===== src/sv/plfc_pkg.sv =====
`default_nettype none
// ----------------------------------------------------------------------------
// plfc_pkg
// Shared widths, command codes and structs of the PWM light fade controller.
// ----------------------------------------------------------------------------
package plfc_pkg;

    localparam int TIME_W  = 32;
    localparam int LEVEL_W = 8;
    localparam int STEP_W  = 8;
    localparam int CMD_W   = 2;
    localparam int CNT_W   = $clog2(TIME_W);

    localparam int APB_ADDR_W = 3;
    localparam int APB_DATA_W = 32;

    localparam logic [LEVEL_W-1:0] LEVEL_MAX = {LEVEL_W{1'b1}};
    localparam logic [LEVEL_W-1:0] LEVEL_MIN = '0;

    localparam logic [STEP_W-1:0] STEP_MS_RESET     = STEP_W'(3);
    localparam logic              ACTIVE_HIGH_RESET = 1'b1;

    // register index = paddr[2]
    localparam logic REG_STEP_MS     = 1'b0;
    localparam logic REG_ACTIVE_HIGH = 1'b1;

    typedef enum logic [CMD_W-1:0] {
        CMD_TICK   = 2'd0,
        CMD_SET    = 2'd1,
        CMD_TOGGLE = 2'd2
    } cmd_t;

    typedef struct packed {
        logic [STEP_W-1:0] step_ms;
        logic              active_high;
    } cfg_t;

    typedef struct packed {
        logic              start;
        logic [TIME_W-1:0] dividend;
        logic [STEP_W-1:0] divisor;
    } div_req_t;

    typedef struct packed {
        logic              done;
        logic [TIME_W-1:0] quotient;
    } div_rsp_t;

endpackage
`default_nettype wire


===== src/sv/plfc_if.sv =====
`default_nettype none
// ----------------------------------------------------------------------------
// plfc_if
// Valid/ready channels for command words and result words.
// ----------------------------------------------------------------------------
interface plfc_in_if
    import plfc_pkg::*;
();
    logic               valid;
    logic               ready;
    logic [CMD_W-1:0]   cmd;
    logic               on_request;
    logic [TIME_W-1:0]  now_ms;

    modport source (output valid, output cmd, output on_request, output now_ms,
                    input ready);
    modport sink   (input valid, input cmd, input on_request, input now_ms,
                    output ready);
endinterface

interface plfc_out_if
    import plfc_pkg::*;
();
    logic               valid;
    logic               ready;
    logic [LEVEL_W-1:0] level;
    logic               level_written;
    logic               light_is_on;
    logic               fading;
    logic               needs_power;

    modport source (output valid, output level, output level_written,
                    output light_is_on, output fading, output needs_power,
                    input ready);
    modport sink   (input valid, input level, input level_written,
                    input light_is_on, input fading, input needs_power,
                    output ready);
endinterface
`default_nettype wire


===== src/sv/pwm_light_fade_controller.sv =====
`default_nettype none
// A tick that takes a brightness step goes from accept through the divider
//   iterations and done to the load of the result word; every other word goes
//   straight to the load. One word at a time: the next is taken once the result
//   is loaded, so stepping ticks are also held while the divider runs.
// Reset (rst_n, async, active low): level 0, pin low, no fade, timestamp 0,
//   step_ms 3, active_high 1; output register empty.
// ----------------------------------------------------------------------------
// pwm_light_fade_controller
// Fade sequencer for a PWM light: set (on a pin change) and toggle arm a fade,
// ticks advance the level by elapsed/step_ms using a shared iterative divider.
// ----------------------------------------------------------------------------
module pwm_light_fade_controller
    import plfc_pkg::*;
(
    input  wire logic                  clk,
    input  wire logic                  rst_n,
    input  wire logic                  psel,
    input  wire logic                  penable,
    input  wire logic                  pwrite,
    input  wire logic [APB_ADDR_W-1:0] paddr,
    input  wire logic [APB_DATA_W-1:0] pwdata,
    output logic      [APB_DATA_W-1:0] prdata,
    output logic                       pready,
    plfc_in_if.sink                    in_ch,
    plfc_out_if.source                 out_ch
);

    typedef enum logic [2:0] {
        S_IDLE = 3'b001,
        S_DIV  = 3'b010,
        S_OUT  = 3'b100
    } state_t;

    typedef struct packed {
        logic [LEVEL_W-1:0] level;
        logic               level_written;
        logic               light_is_on;
        logic               fading;
        logic               needs_power;
    } result_t;

    cfg_t     cfg;
    div_req_t div_req;
    div_rsp_t div_rsp;

    state_t             state_reg,   state_next;
    logic [LEVEL_W-1:0] bright_reg,  bright_next;
    logic               target_reg,  target_next;
    logic               fade_reg,    fade_next;
    logic               pending_reg, pending_next;
    logic [TIME_W-1:0]  last_reg,    last_next;
    logic [TIME_W-1:0]  now_reg,     now_next;
    logic               wrote_reg,   wrote_next;
    logic               ovalid_reg,  ovalid_next;
    result_t            res_reg,     res_next;

    logic               accept;
    logic [STEP_W-1:0]  period;
    logic [TIME_W-1:0]  elapsed;
    logic [LEVEL_W-1:0] qsat;
    logic [LEVEL_W-1:0] room;
    logic [LEVEL_W-1:0] delta;
    logic               pin;
    logic               light_on;
    logic               out_free;

    // ------------------------------------------------------------------------
    // Register file
    // ------------------------------------------------------------------------
    plfc_cfg u_cfg (
        .clk     (clk),
        .rst_n   (rst_n),
        .psel    (psel),
        .penable (penable),
        .pwrite  (pwrite),
        .paddr   (paddr),
        .pwdata  (pwdata),
        .prdata  (prdata),
        .pready  (pready),
        .cfg     (cfg)
    );

    // ------------------------------------------------------------------------
    // Shared divider: elapsed / period
    // ------------------------------------------------------------------------
    plfc_div u_div (
        .clk   (clk),
        .rst_n (rst_n),
        .req   (div_req),
        .rsp   (div_rsp)
    );

    // A zero period acts as one millisecond.
    assign period  = (cfg.step_ms == '0) ? STEP_W'(1) : cfg.step_ms;
    assign elapsed = in_ch.now_ms - last_reg;

    // Pin level requested by a set, after polarity.
    assign pin = cfg.active_high ? in_ch.on_request : ~in_ch.on_request;

    // Saturate the quotient at the level range, then clamp at the limit.
    assign qsat  = (|div_rsp.quotient[TIME_W-1:LEVEL_W]) ? LEVEL_MAX
                                                         : div_rsp.quotient[LEVEL_W-1:0];
    assign room  = target_reg ? (LEVEL_MAX - bright_reg) : bright_reg;
    assign delta = (qsat < room) ? qsat : room;

    assign light_on = cfg.active_high ? target_reg : ~target_reg;

    // Output register is free when empty or being drained this cycle.
    assign out_free = !ovalid_reg || out_ch.ready;

    assign in_ch.ready = (state_reg == S_IDLE);
    assign accept      = in_ch.valid && in_ch.ready;

    // ------------------------------------------------------------------------
    // Sequencer
    // ------------------------------------------------------------------------
    always_comb
    begin
        state_next       = state_reg;
        bright_next      = bright_reg;
        target_next      = target_reg;
        fade_next        = fade_reg;
        pending_next     = pending_reg;
        last_next        = last_reg;
        now_next         = now_reg;
        wrote_next       = wrote_reg;
        ovalid_next      = ovalid_reg && !out_ch.ready;
        res_next         = res_reg;
        div_req.start    = 1'b0;
        div_req.dividend = elapsed;
        div_req.divisor  = period;

        case (state_reg)
            S_IDLE:
            begin
                if (accept)
                begin
                    wrote_next = 1'b0;
                    state_next = S_OUT;
                    case (in_ch.cmd)
                        CMD_TICK:
                        begin
                            if (fade_reg)
                            begin
                                if (pending_reg)
                                begin
                                    // jump to the starting end; elapsed is zero, no step
                                    pending_next = 1'b0;
                                    bright_next  = target_reg ? LEVEL_MIN : LEVEL_MAX;
                                    last_next    = in_ch.now_ms;
                                end
                                else if (elapsed >= TIME_W'(period))
                                begin
                                    // a step is due: hand elapsed and the period to the divider
                                    div_req.start = 1'b1;
                                    now_next      = in_ch.now_ms;
                                    state_next    = S_DIV;
                                end
                            end
                        end
                        CMD_SET:
                        begin
                            if (pin != target_reg)
                            begin
                                pending_next = 1'b1;
                                fade_next    = 1'b1;
                            end
                            target_next = pin;
                        end
                        CMD_TOGGLE:
                        begin
                            target_next  = ~target_reg;
                            pending_next = 1'b1;
                            fade_next    = 1'b1;
                        end
                        default:
                        begin
                            // unknown command: report state unchanged
                            target_next = target_reg;
                        end
                    endcase
                end
            end

            S_DIV:
            begin
                if (div_rsp.done)
                begin
                    // advance toward the limit and end the fade there
                    last_next  = now_reg;
                    wrote_next = 1'b1;
                    if (target_reg)
                    begin
                        bright_next = bright_reg + delta;
                        if ((bright_reg + delta) == LEVEL_MAX)
                        begin
                            fade_next = 1'b0;
                        end
                    end
                    else
                    begin
                        bright_next = bright_reg - delta;
                        if ((bright_reg - delta) == LEVEL_MIN)
                        begin
                            fade_next = 1'b0;
                        end
                    end
                    state_next = S_OUT;
                end
            end

            S_OUT:
            begin
                // load the result word once the output register can take it
                if (out_free)
                begin
                    res_next.level         = bright_reg;
                    res_next.level_written = wrote_reg;
                    res_next.light_is_on   = light_on;
                    res_next.fading        = fade_reg;
                    res_next.needs_power   = light_on || fade_reg;
                    ovalid_next            = 1'b1;
                    state_next             = S_IDLE;
                end
            end

            default:
            begin
                state_next = S_IDLE;
            end
        endcase
    end

    always_ff @(posedge clk or negedge rst_n)
    begin
        if (!rst_n)
        begin
            state_reg   <= S_IDLE;
            bright_reg  <= LEVEL_MIN;
            target_reg  <= 1'b0;
            fade_reg    <= 1'b0;
            pending_reg <= 1'b0;
            last_reg    <= '0;
            ovalid_reg  <= 1'b0;
        end
        else
        begin
            state_reg   <= state_next;
            bright_reg  <= bright_next;
            target_reg  <= target_next;
            fade_reg    <= fade_next;
            pending_reg <= pending_next;
            last_reg    <= last_next;
            ovalid_reg  <= ovalid_next;
        end
    end

    always_ff @(posedge clk)
    begin
        now_reg   <= now_next;
        wrote_reg <= wrote_next;
        res_reg   <= res_next;
    end

    assign out_ch.valid         = ovalid_reg;
    assign out_ch.level         = res_reg.level;
    assign out_ch.level_written = res_reg.level_written;
    assign out_ch.light_is_on   = res_reg.light_is_on;
    assign out_ch.fading        = res_reg.fading;
    assign out_ch.needs_power   = res_reg.needs_power;

endmodule
`default_nettype wire


===== src/sv/plfc_cfg.sv =====
`default_nettype none
// ----------------------------------------------------------------------------
// plfc_cfg
// APB register file holding step period and output polarity.
// ----------------------------------------------------------------------------
module plfc_cfg
    import plfc_pkg::*;
(
    input  wire logic                  clk,
    input  wire logic                  rst_n,
    input  wire logic                  psel,
    input  wire logic                  penable,
    input  wire logic                  pwrite,
    input  wire logic [APB_ADDR_W-1:0] paddr,
    input  wire logic [APB_DATA_W-1:0] pwdata,
    output logic      [APB_DATA_W-1:0] prdata,
    output logic                       pready,
    output cfg_t                       cfg
);

    cfg_t cfg_reg;
    cfg_t cfg_next;
    logic wr_en;

    assign pready = 1'b1;
    assign wr_en  = psel && penable && pwrite;

    always_comb
    begin
        cfg_next = cfg_reg;
        if (wr_en)
        begin
            case (paddr[2])
                REG_STEP_MS:     cfg_next.step_ms     = pwdata[STEP_W-1:0];
                REG_ACTIVE_HIGH: cfg_next.active_high = pwdata[0];
                default:         cfg_next = cfg_reg;
            endcase
        end
    end

    always_comb
    begin
        case (paddr[2])
            REG_STEP_MS:     prdata = APB_DATA_W'(cfg_reg.step_ms);
            REG_ACTIVE_HIGH: prdata = APB_DATA_W'(cfg_reg.active_high);
            default:         prdata = '0;
        endcase
    end

    always_ff @(posedge clk or negedge rst_n)
    begin
        if (!rst_n)
        begin
            cfg_reg.step_ms     <= STEP_MS_RESET;
            cfg_reg.active_high <= ACTIVE_HIGH_RESET;
        end
        else
        begin
            cfg_reg <= cfg_next;
        end
    end

    assign cfg = cfg_reg;

endmodule
`default_nettype wire


===== src/sv/plfc_div.sv =====
`default_nettype none
// ----------------------------------------------------------------------------
// plfc_div
// Restoring divider, one quotient bit per cycle, 32-bit by 8-bit.
// ----------------------------------------------------------------------------
module plfc_div
    import plfc_pkg::*;
(
    input  wire logic clk,
    input  wire logic rst_n,
    input  div_req_t  req,
    output div_rsp_t  rsp
);

    logic              busy_reg,  busy_next;
    logic              done_reg,  done_next;
    logic [CNT_W-1:0]  count_reg, count_next;
    logic [STEP_W-1:0] rem_reg,   rem_next;
    logic [TIME_W-1:0] quo_reg,   quo_next;
    logic [STEP_W-1:0] dvs_reg,   dvs_next;
    logic [STEP_W:0]   trial;
    logic              fits;

    // shift in the next dividend bit and try the subtraction
    assign trial = {rem_reg, quo_reg[TIME_W-1]};
    assign fits  = trial >= {1'b0, dvs_reg};

    always_comb
    begin
        busy_next  = busy_reg;
        done_next  = 1'b0;
        count_next = count_reg;
        rem_next   = rem_reg;
        quo_next   = quo_reg;
        dvs_next   = dvs_reg;
        if (req.start)
        begin
            busy_next  = 1'b1;
            count_next = '0;
            rem_next   = '0;
            quo_next   = req.dividend;
            dvs_next   = req.divisor;
        end
        else if (busy_reg)
        begin
            rem_next   = fits ? STEP_W'(trial - {1'b0, dvs_reg}) : trial[STEP_W-1:0];
            quo_next   = {quo_reg[TIME_W-2:0], fits};
            count_next = count_reg + CNT_W'(1);
            if (count_reg == CNT_W'(TIME_W - 1))
            begin
                busy_next = 1'b0;
                done_next = 1'b1;
            end
        end
    end

    always_ff @(posedge clk or negedge rst_n)
    begin
        if (!rst_n)
        begin
            busy_reg  <= 1'b0;
            done_reg  <= 1'b0;
            count_reg <= '0;
        end
        else
        begin
            busy_reg  <= busy_next;
            done_reg  <= done_next;
            count_reg <= count_next;
        end
    end

    always_ff @(posedge clk)
    begin
        rem_reg <= rem_next;
        quo_reg <= quo_next;
        dvs_reg <= dvs_next;
    end

    assign rsp.done     = done_reg;
    assign rsp.quotient = quo_reg;

endmodule
`default_nettype wire


===== src/flat_wrapper.sv =====
// flat-port wrapper written by rule: the top's interface ports become plain ports
module pwm_light_fade_controller_flat import plfc_pkg::*;
  (clk, rst_n, psel, penable, pwrite, paddr, pwdata, prdata, pready, in_ch_valid, in_ch_cmd, in_ch_on_request, in_ch_now_ms, in_ch_ready, out_ch_valid, out_ch_level, out_ch_level_written, out_ch_light_is_on, out_ch_fading, out_ch_needs_power, out_ch_ready);
  plfc_in_if in_ch_i ();
  plfc_out_if out_ch_i ();
  input  wire logic clk;
  input  wire logic rst_n;
  input  wire logic psel;
  input  wire logic penable;
  input  wire logic pwrite;
  input  wire logic [APB_ADDR_W-1:0] paddr;
  input  wire logic [APB_DATA_W-1:0] pwdata;
  output logic      [APB_DATA_W-1:0] prdata;
  output logic pready;
  input wire logic [$bits(in_ch_i.valid)-1:0] in_ch_valid;
  input wire logic [$bits(in_ch_i.cmd)-1:0] in_ch_cmd;
  input wire logic [$bits(in_ch_i.on_request)-1:0] in_ch_on_request;
  input wire logic [$bits(in_ch_i.now_ms)-1:0] in_ch_now_ms;
  output wire logic [$bits(in_ch_i.ready)-1:0] in_ch_ready;
  output wire logic [$bits(out_ch_i.valid)-1:0] out_ch_valid;
  output wire logic [$bits(out_ch_i.level)-1:0] out_ch_level;
  output wire logic [$bits(out_ch_i.level_written)-1:0] out_ch_level_written;
  output wire logic [$bits(out_ch_i.light_is_on)-1:0] out_ch_light_is_on;
  output wire logic [$bits(out_ch_i.fading)-1:0] out_ch_fading;
  output wire logic [$bits(out_ch_i.needs_power)-1:0] out_ch_needs_power;
  input wire logic [$bits(out_ch_i.ready)-1:0] out_ch_ready;
  assign in_ch_i.valid = in_ch_valid;
  assign in_ch_i.cmd = in_ch_cmd;
  assign in_ch_i.on_request = in_ch_on_request;
  assign in_ch_i.now_ms = in_ch_now_ms;
  assign in_ch_ready = in_ch_i.ready;
  assign out_ch_valid = out_ch_i.valid;
  assign out_ch_level = out_ch_i.level;
  assign out_ch_level_written = out_ch_i.level_written;
  assign out_ch_light_is_on = out_ch_i.light_is_on;
  assign out_ch_fading = out_ch_i.fading;
  assign out_ch_needs_power = out_ch_i.needs_power;
  assign out_ch_i.ready = out_ch_ready;
  pwm_light_fade_controller u_core (.clk(clk), .rst_n(rst_n), .psel(psel), .penable(penable), .pwrite(pwrite), .paddr(paddr), .pwdata(pwdata), .prdata(prdata), .pready(pready), .in_ch(in_ch_i), .out_ch(out_ch_i));
endmodule

===== config.mk =====
export PLATFORM = sky130hd
export DESIGN_NAME = pwm_light_fade_controller_flat
export DESIGN_NICKNAME = d
export VERILOG_FILES = /design/src/sv/plfc_pkg.sv /design/src/sv/plfc_if.sv /design/src/sv/pwm_light_fade_controller.sv /design/src/sv/plfc_cfg.sv /design/src/sv/plfc_div.sv /design/src/flat_wrapper.sv
export SDC_FILE = /design/constraint.sdc
export NUM_CORES = 1
export LEC_CHECK = 0
export BUFFER_PORTS_ARGS = -buffer_cell sky130_fd_sc_hd__buf_2
export CORE_MARGIN = 5
export CORE_UTILIZATION = 35
export DETAILED_ROUTE_END_ITERATION = 6
export PLACE_DENSITY_LB_ADDON = 0.05
export REMOVE_ABC_BUFFERS = 1
export SETUP_SLACK_MARGIN = 0.05
export SLEW_MARGIN = 30
export SYNTH_ARGS = -nofsm -noshare
export SYNTH_HDL_FRONTEND = slang
export SYNTH_SLANG_ARGS = --single-unit

===== constraint.sdc =====
create_clock -name clk -period 4.8 [get_ports clk]
set_input_delay 0.72 -clock clk [delete_from_list [all_inputs] [get_ports clk]]
set_output_delay 0.72 -clock clk [all_outputs]
set_load 0.005 [all_outputs]

==> impl_metrics.ini <==
[status]
status = complete, no violations

[critical_path]
required_ns = 5.15
worstSetupEndpointType = register
start_kind = register
arrival_ns = 4.85
crit_type = reg -> reg
crit_fanout = 4

[logic_synthesis]
async_flop_share_pct = 40.4
syn-mean-instance-area_um2 = 9.60
yosysTopAreaCell = edfxtp_1
synth_cell_type_count = 76
ys_warn_count = 0
synth.yosys.seq_area_share_pct = 41.7
syn_area_mm2 = 0.0103
yosys.cell_count.top_type = nand2_1
synth_seq_cells = 156
synth_flop_cell = edfxtp_1
synth_top_area_share_pct = 24.8
netlist_instances = 1073
synth_common_cells = nand2_1 (123), nor2_1 (91), inv_1 (86)
synth_edf_count = 85
synth_area_leaders = edfxtp_1 (25%), dfrtp_1 (14%), ha_1 (9.1%)

[placement]
io_buffers = 72
finalWeightedCongestion = 0.806
post_dp_cell_area_mm2 = 0.0113
dp.cells = 1534
dp_slack_ns = -0.175
dp_hpwl_um = 19200

[clocking]
cts_tree = yes
cts_buffers = 17
path_clk_slew_ns = 0.07
cts_hold_buf = 0
ctsHtreeMaxLevel = 4
clock_latency_ns = 0.44
cts.path.max_buffers = 2
clkSinkCount = 156
cts_root_buf = clkbuf_16

[pwr]
p_comb_share_pct = 59.3
swShare_pct = 42.0
p_int_mw = 5.37
total_power_mw = 9.26
switchingPower_mw = 3.89
seqPwrFrac_pct = 25.0
power_leakage_nw = 5.31
peakVddDrop_mv = 0.349
power_frac_clock_pct = 15.7
p_per_area_mw_per_mm2 = 763

[grt]
grt_max_degree = 81
grt_pass1_vias = 7842
grt_pass1_wl_um = 41700
grtUsageTotal_pct = 15.5
grt_antenna_before_repair = 0
overflow = 0

[run]
maxCapViolCount = 0

[min_path]
holdCritPathClass = in -> async

[die]
design.core.area_mm2 = 0.0289
die_w_um = 182
die-area_mm2 = 0.0329
die_y_um = 182
start_util_pct = 35.7
pin_count = 124
rows = 62

[route]
firstDrtPassIters = 5
drt_iter0_drc = 427
wire_per_inst_um = 16.2
drt_wl_total_um = 25500
vias = 7844
routed_via_density = 5.00
drcViolationCount = 0
ant_nets = 0

[timing]
finalSetupViolations = 0
finalWorstSetupSlack_ns = 0.300
clock.fmax_mhz = 222
max-slew-margin-rel_pct = 38.1
final.setup.tns_ns = 0
drv_slew = 0
tightest_slew_ns = 0.928
hold_ws_ns = 0.308
finalHoldViolations = 0
fin_crit_ns = 4.50
rsz0062_at_grt = no
skew_ns = 0.0129
post-route-period-util_pct = 93.7

[cells_and_area]
final_area_mm2 = 0.0121
drive_above_1_share_pct = 22.2
fin_nets = 1329
stdcell_count = 1570
area_growth_syn_to_layout_pct = 17.9
antenna_cells = 0
fin_util_pct = 42.1
nFillCells = 2899
==> repair_timing <==
item,CTS,global route
buffers inserted,0,4
gates cloned,0,0
setup endpoints to repair,4,30
pin swaps,1,14
gates resized for setup,8,30
==> final cells by class <==
cell class                      instances  area, um2  area share [%]
Tap cell                              384        480            3.96
Clock inverter                         14        180            1.48
Clock buffer                           18        439            3.62
Timing Repair Buffer                  138        893            7.36
Sequential cell                       156       4290            35.4
Inverter                               87        327            2.69
Multi-Input combinational cell        773       5530            45.5
==> routing by layer <==
layer	track usage [%]	vias up	part of all wire, %
met5	0	-	0
met4	3.81	0	1.2
met3	2.60	18	3.1
met2	26.1	121	48
met1	20.9	3745	48
li1	-	3960	-
==> worst max-delay path, stage by stage (launching register included) <==
cell and delay, ns:
edfxtp_1 0.42, nor4_2 0.28, buf_4 0.15, nand4_1 0.11, or2_4 0.28, buf_4 0.16, nor2_2 0.11, inv_1 0.05
ha_1 0.30, and4_4 0.26, o2111ai_4 0.12, nand3_4 0.14, mux2i_2 0.26, ha_1 0.28, a21o_1 0.17, a21oi_2 0.15
o21bai_1 0.09, a21oi_2 0.17, o21ai_1 0.10, or3b_2 0.45, a21oi_1 0.16, a21oi_1 0.06, a21oi_1 0.13
==> cell families (layout without fill, tap and decap cells) <==
logic type	Yosys count	after routing	synth area share (%)
adders and majority gates	79	79	9.89
AOI/OAI and AO/OA	243	243	15.6
DFF	156	156	41.7
xor gates and xnor gates	54	54	4.59
muxes	52	52	6.46
other	2	25	0.0729
and+or+nand+nor	320	320	14.2
buffers and inverters	167	257	7.44
==> placed cells by master, fill, tap and decap left out, types with 9 or more instances in the layout <==
cell type	Yosys	final
a21oi_2	3	11
buf_4	25	63
nand3_1	14	13
mux2_2	12	12
conb_1	2	25
xnor2_1	32	32
nand4_1	18	18
mux2i_1	14	12
buf_2	11	72
clkbuf_16	0	17
dfrtp_1	59	59
xor2_1	22	20
a21oi_1	65	57
nand2_1	123	123
nor3_1	18	17
a21o_1	18	18
mux2_4	26	26
edfxtp_1	85	85
o21ai_0	30	28
nor4_1	13	9
inv_1	86	86
nor2_1	91	85
a211oi_1	14	14
a31oi_1	42	42
ha_1	75	73
o21bai_1	13	12
==> worst paths after layout <==
check,start,end,slack (ns),cells after the start
setup reg to reg,u_core.u_div.quo_reg[10],u_core.bright_reg[7],0.30,22
hold / removal,rst_n,u_core.last_reg[12],0.31,1
hold reg to reg,u_core.wrote_reg,u_core.out_ch.level_written,0.42,0
setup / recovery,u_core.u_div.quo_reg[10],u_core.bright_reg[7],0.30,22
max in group asynchronous,rst_n,u_core.state_reg[0],3.52,2
min in group clk,u_core.wrote_reg,u_core.out_ch.level_written,0.42,0
==> power by group through the flow <==
stage	combinational (mW)	sequential, mW	clock (mW)
CTS	5.27	2.30	1.50
global route	6.18	2.38	1.56
finish	5.49	2.31	1.45
floorplan	3.58	2.24	0
detailed placement	5.17	2.32	0
global placement	5.14	2.32	0
(Power assumes the default switching activity.)
